<file path="config.mk">
export PLATFORM = sky130hd
export DESIGN_NAME = ufd_ctrl
export DESIGN_NICKNAME = d
export VERILOG_FILES = /design/src/hw/rtl/ufd_pkg.sv /design/src/hw/rtl/ufd_ctrl.sv
export SDC_FILE = /design/constraint.sdc
export NUM_CORES = 1
export LEC_CHECK = 0
export BUFFER_PORTS_ARGS = -buffer_cell sky130_fd_sc_hd__buf_2
export CELL_PAD_IN_SITES_DETAIL_PLACEMENT = 1
export CELL_PAD_IN_SITES_GLOBAL_PLACEMENT = 1
export CORE_MARGIN = 8
export CORE_UTILIZATION = 34
export CTS_BUF_LIST = sky130_fd_sc_hd__clkbuf_4 sky130_fd_sc_hd__clkbuf_8 sky130_fd_sc_hd__clkbuf_16
export CTS_CLUSTER_DIAMETER = 150
export DETAILED_ROUTE_END_ITERATION = 16
export PLACE_DENSITY = 0.91
export REMOVE_ABC_BUFFERS = 1
export SLEW_MARGIN = 15
export SYNTH_ARGS = -nofsm -noshare
export SYNTH_HDL_FRONTEND = slang
export SYNTH_SLANG_ARGS = --single-unit
</file>
<file path="constraint.sdc">
create_clock -name clk -period 4.6 [get_ports clk]
set_input_delay 0.69 -clock clk [delete_from_list [all_inputs] [get_ports clk]]
set_output_delay 0.69 -clock clk [all_outputs]
set_load 0.005 [all_outputs]
</file>
<file path="src/hw/rtl/ufd_pkg.sv">
// Shared types and constants for the disjoint-set union-find engine.
// No dependencies; imported by the controller, the datapath and the top level.
`default_nettype none

package ufd_pkg;

  localparam int IDX_W  = 10;  // element index and parent link width
  localparam int SIZE_W = 11;  // set size width
  localparam int CNT_W  = 11;  // element_count register width

  localparam logic [CNT_W-1:0] CNT_RESET  = 11'd1024;
  localparam logic             FUNC_FIND  = 1'b0;
  localparam logic             FUNC_UNITE = 1'b1;

  // Commands from controller to datapath
  typedef struct packed {
    logic clr_step;   // write one clearing entry, advance clear counter
    logic ld_req;     // capture request, start walk at first index
    logic rd_node;    // read parent and size at current node
    logic rd_up;      // read parent of the parent
    logic halve;      // repoint node to grandparent, move to grandparent
    logic save_a;     // keep first root and its size, start second walk
    logic save_b;     // keep second root and its size
    logic merge;      // link roots, add sizes, emit unite result
    logic emit_find;  // emit find result
    logic emit_err;   // emit error result
  } ufd_cmd_t;

  // Status from datapath to controller
  typedef struct packed {
    logic clr_last;   // clearing pass at its last entry
    logic is_root;    // parent just read equals the node
    logic req_err;    // request on the input ports has a bad index
    logic unite;      // captured request is a unite
  } ufd_sts_t;

endpackage : ufd_pkg

`default_nettype wire

</file>
<file path="src/hw/rtl/ufd_ctrl.sv">
// Controller state machine: clearing pass, root walks, merge sequencing.
// Depends on ufd_pkg; drives ufd_datapath through ufd_cmd_t.
`default_nettype none

module ufd_ctrl (
  input  wire logic              clk,
  input  wire logic              rst_n,
  input  wire logic              start,
  output logic                   busy,
  input  wire ufd_pkg::ufd_sts_t sts,
  output ufd_pkg::ufd_cmd_t      cmd
);
  import ufd_pkg::*;

  typedef enum logic [5:0] {
    S_CLEAR = 6'b000001,
    S_IDLE  = 6'b000010,
    S_READ  = 6'b000100,
    S_LINK  = 6'b001000,
    S_HALVE = 6'b010000,
    S_MERGE = 6'b100000
  } state_t;

  state_t state_r, state_nxt;
  logic   second_r, second_nxt;

  always_comb begin
    state_nxt  = state_r;
    second_nxt = second_r;
    cmd        = '0;
    unique case (state_r)
      S_CLEAR: begin
        cmd.clr_step = 1'b1;
        if (sts.clr_last) state_nxt = S_IDLE;
      end
      S_IDLE: begin
        second_nxt = 1'b0;
        if (start) begin
          if (sts.req_err) begin
            cmd.emit_err = 1'b1;
          end else begin
            cmd.ld_req = 1'b1;
            state_nxt  = S_READ;
          end
        end
      end
      S_READ: begin
        cmd.rd_node = 1'b1;
        state_nxt   = S_LINK;
      end
      S_LINK: begin
        if (!sts.is_root) begin
          cmd.rd_up = 1'b1;
          state_nxt = S_HALVE;
        end else if (second_r) begin
          cmd.save_b = 1'b1;
          state_nxt  = S_MERGE;
        end else if (sts.unite) begin
          cmd.save_a = 1'b1;
          second_nxt = 1'b1;
          state_nxt  = S_READ;
        end else begin
          cmd.emit_find = 1'b1;
          state_nxt     = S_IDLE;
        end
      end
      S_HALVE: begin
        cmd.halve = 1'b1;
        state_nxt = S_LINK;
      end
      S_MERGE: begin
        cmd.merge = 1'b1;
        state_nxt = S_IDLE;
      end
      default: state_nxt = S_CLEAR;
    endcase
  end

  always_ff @(posedge clk) begin
    if (!rst_n) begin
      state_r  <= S_CLEAR;
      second_r <= 1'b0;
    end else begin
      state_r  <= state_nxt;
      second_r <= second_nxt;
    end
  end

  assign busy = (state_r != S_IDLE);

endmodule : ufd_ctrl

`default_nettype wire
</file>
# --- After elaboration in Yosys (flattened, before gate mapping) ---
# Cells that the tools add are included.
op_classes:
  n_mux: 31
  n_eq_ne: 11
  reduce_logical: 4
ops:
  columns: ["cell", "count"]
  rows:
  - ["$mux W6", 5]
  - ["$pmux W6 S5", 1]
  - ["$mux W1", 21]
  - ["$ne A2 B2 Y1 const B", 4]
  - ["$eq A6 B1 Y1 const B", 1]
  - ["$eq A6 B2 Y1 const B", 1]
  - ["$eq A6 B3 Y1 const B", 1]
  - ["$eq A6 B4 Y1 const B", 1]
  - ["$eq A6 B5 Y1 const B", 1]
  - ["$eq A6 B6 Y1 const B", 1]
  - ["$ne A6 B2 Y1 const B", 1]
  - ["$mux W2", 2]
  - ["$mux W3", 1]
  - ["$reduce_and A3 Y1", 1]
  - ["$pmux W1 S2", 1]
  - ["$reduce_and A2 Y1", 1]
  - ["$reduce_bool A2 Y1", 1]
  - ["$reduce_or A2 Y1", 1]
word_totals:
  ff_bits: 7
  word_cells: 48
  out_inout_bits: 11
  in_bits: 7

# --- Depth between registers and ports, before layout ---
logic_depth:
  depth_word: 4
  ltp_mapped: 6
  mapped_depth_nobuf: 5

# --- Worst setup path before layout ---
# OpenSTA, ideal clock, no wires.
synth_path:
  path_type: "register -> output"
  from: "reg state_r[0]"
  to: "out cmd[6] (netlist bit)"
  required_ns: 3.910
  path_stages_with_launch: 6
  n_path_buf: 2
  arrival_time_ns: 1.254
  path_slack_ns: 2.656
  path_cell_list: "dfxtp_1 clkbuf_1 nor4_1 nand3b_1 nor2_1 buf_4"
synth_lines:
  columns: ["item", "line_no", "rtl"]
  rows:
  - ["start: declaration", "ufd_ctrl.sv:24", "state_t state_r, state_nxt;"]
  - ["start signal: assignment", "ufd_ctrl.sv:84", "state_r <= state_nxt;"]
  - ["end: declaration", "ufd_ctrl.sv:11", "output ufd_pkg::ufd_cmd_t cmd"]

==> flow_summary.ini <==
[sta]
finalCritPeriodShare = 0.543
slew_viol_final = 0
fin_crit_ps = 2500
hold_viol = 0
fin_skew_ps = 2.14
setup_tns_ps = 0
rsz0062_at_grt = false
fmax_mhz = 400
maxSlewHeadroom = 0.550
setup_viol = 0
worst_slew_pin_slew_ps = 669

[floorplan]
die_h_um = 53.2
start_util = 0.361
die_area_mm2 = 0.00282
coreArea_mm2 = 0.00130
die_w_um = 53.2
num_rows = 13
ioPinCount = 18

[cts]
cts_root_buf = clkbuf_4
worstSkewPairLatency_ps = 250
cts-resized-gates = 0
clock-sinks = 7
cts_tree = done
ctsHoldBuffers = 0
clk_pin_slew_worst_paths_ps = 60
cts_max_level = 1
clockBufferDepth = 2
cts_buffers = 3
post_cts_buffers = 0

[status]
status = finished clean

[detailed_routing]
wl_per_cell_um = 15.6
drc = 0
routed_wl_um = 1440
vias = 510
drtIter0Drc = 7
viasPerCell = 5.54
drtAntennaViolNets = 0
firstDrtPassIters = 3

[critical_path]
critPathBufInv = 1
start_kind = flop
critPathMaxFanout = 8
crit_chain = nor4_1 -> nand3_1 -> nor2_1 -> buf_2
criticalPathCategory = flop to primary output
arrival_ps = 1810
cpPeakStageDelay_ps = 620
crit_required_ps = 3910
cpMaxStageDelayCell = nor4_1
crit_path_end_kind = primary output
critical_path.top_delay_family = simple AND/OR/NAND/NOR gates

[cells_and_area]
ff_latch_area_um2 = 140
num_antenna_cells = 0
layout.cells.non_filler = 92
final_common_cell = buf_2
fin_nets = 85
multi_input_area_um2 = 288
area_growth_pct = 21.3
drive_gt1_frac = 0.325
mostFrequentLayoutCells = 17 x buf_2, 7 x dfxtp_1, 6 x nor3_1, 6 x nand2_1, 5 x nor2_1
final.fill_count = 180

[synth]
synth_top_cell_area_share = 0.299
synth_warnings = 0
syn_area_per_cell_um2 = 7.82
ys_seq_area_frac = 0.299
ys_ff_latch = 7
yosys-top-cells-area = dfxtp_1 30%, nor3_1 6.4%, buf_6 4.8%, nand2_1 4.8%, and3b_2 4.3%
syn_area_um2 = 469
synth_cell_types = 26
synth_top_area_cell = dfxtp_1
synthCells = 60

[global_routing]
grt_pass1_vias = 538
grt.overflow.total = 0
antenna_found_initial = 0
grt_pass1_wl_um = 2350
grt_max_degree = 10
grt.total_usage = 0.110

[flow_run]
drv_cap = 0

[power_and_ir_drop]
ir_worst_vdd_v = 0.000163
p_leak_uw = 0.000283
power_density_mw_per_mm2 = 445

[placement]
dp_hpwl_um = 1120
io_buffers = 17
gp_congestion = 0.808
dp.cells = 88

[hold_path]
worstHoldPathType = flop to flop
==> metrics by stage <==
stage / util / total power, µW / hold WS [ps] / worst slack (ps) / area, µm²
after floorplan: - / 153 / 468 / 2780 / 435
after global placement: 0.414 / 184 / 501 / 2530 / 539
after detailed placement: 0.414 / 189 / 524 / 2510 / 539
after CTS: 0.438 / 254 / 533 / 2080 / 569
after global routing: 0.438 / 273 / 542 / 1840 / 569
final: 0.438 / 253 / 530 / 2100 / 569
==> flip-flops by register name (all words and copies together), names as in the netlist <==
register	count
second_r	1
state_r	6
==> final timing paths <==
kind,from,end,slack (ps),depth (start not counted)
setup / recovery,state_r[5]$_SDFFE_PN0P_,cmd[4],2100,4
hold / removal,second_r$_SDFFE_PN0P_,second_r$_SDFFE_PN0P_,530,2
setup reg to reg,state_r[5]$_SDFFE_PN0P_,state_r[2]$_SDFFE_PN0P_,2790,4
hold reg to reg,second_r$_SDFFE_PN0P_,second_r$_SDFFE_PN0P_,530,2
==> tightest hold or removal path: cells and delay by family (launching register included) <==
family             cells  cell delay (ps)
AOI/OAI and AO/OA      1               60
DFF                    1              350
and+or+nand+nor        1               70
==> synth_stat cells (all sizes together) <==
cell type and n:
a31oi 1, nand3b 1, or3 1, nor2 5
buf 3, nor2b 2, dfxtp 7, and3b 2
o2bb2ai 1, nor3 6, o32a 1, nor4 2
nand3 2, xor2 2, o21ai 2, o221a 1
a21oi 1, nand2b 2, and3 3, and2 3
inv 2, or4 1, nand2 6, clkbuf 1
o311ai 2
==> layout make-up <==
class                   instances  share of cell area
flip-flops and latches          7               0.246
repair buffers                 17               0.149
multi-input cells              47               0.505
clock buffers                   4              0.0527
well taps                      15              0.0330
inverters                       2              0.0132
==> cells by family (layout without fill, tap and decap cells) <==
logic type,Yosys count,count (layout),synth area share
AND/OR/NAND/NOR,36,36,0.429
AO/OA/AOI/OAI,9,9,0.147
flip-flops,7,7,0.299
buffers and inverters,6,23,0.0880
XOR/XNOR,2,2,0.0373
==> power breakdown <==
group / internal, µW / switching [µW] / leakage (µW)
Clock: 39.1 / 24.3 / 0.0000184
Combinational: 46.2 / 53.2 / 0.000208
Sequential: 70.8 / 19.6 / 0.0000569
Total: 156 / 97.1 / 0.000283
==> per-layer routing <==
layer | global-route usage | vias to the layer above | part of all wire
li1 | - | 249 | -
met1 | 0.117 | 238 | 0.44
met2 | 0.191 | 18 | 0.47
met3 | 0.0364 | 5 | 0.065
met4 | 0.0504 | 0 | 0.015
met5 | 0 | - | 0
(Power assumes the default switching activity.)
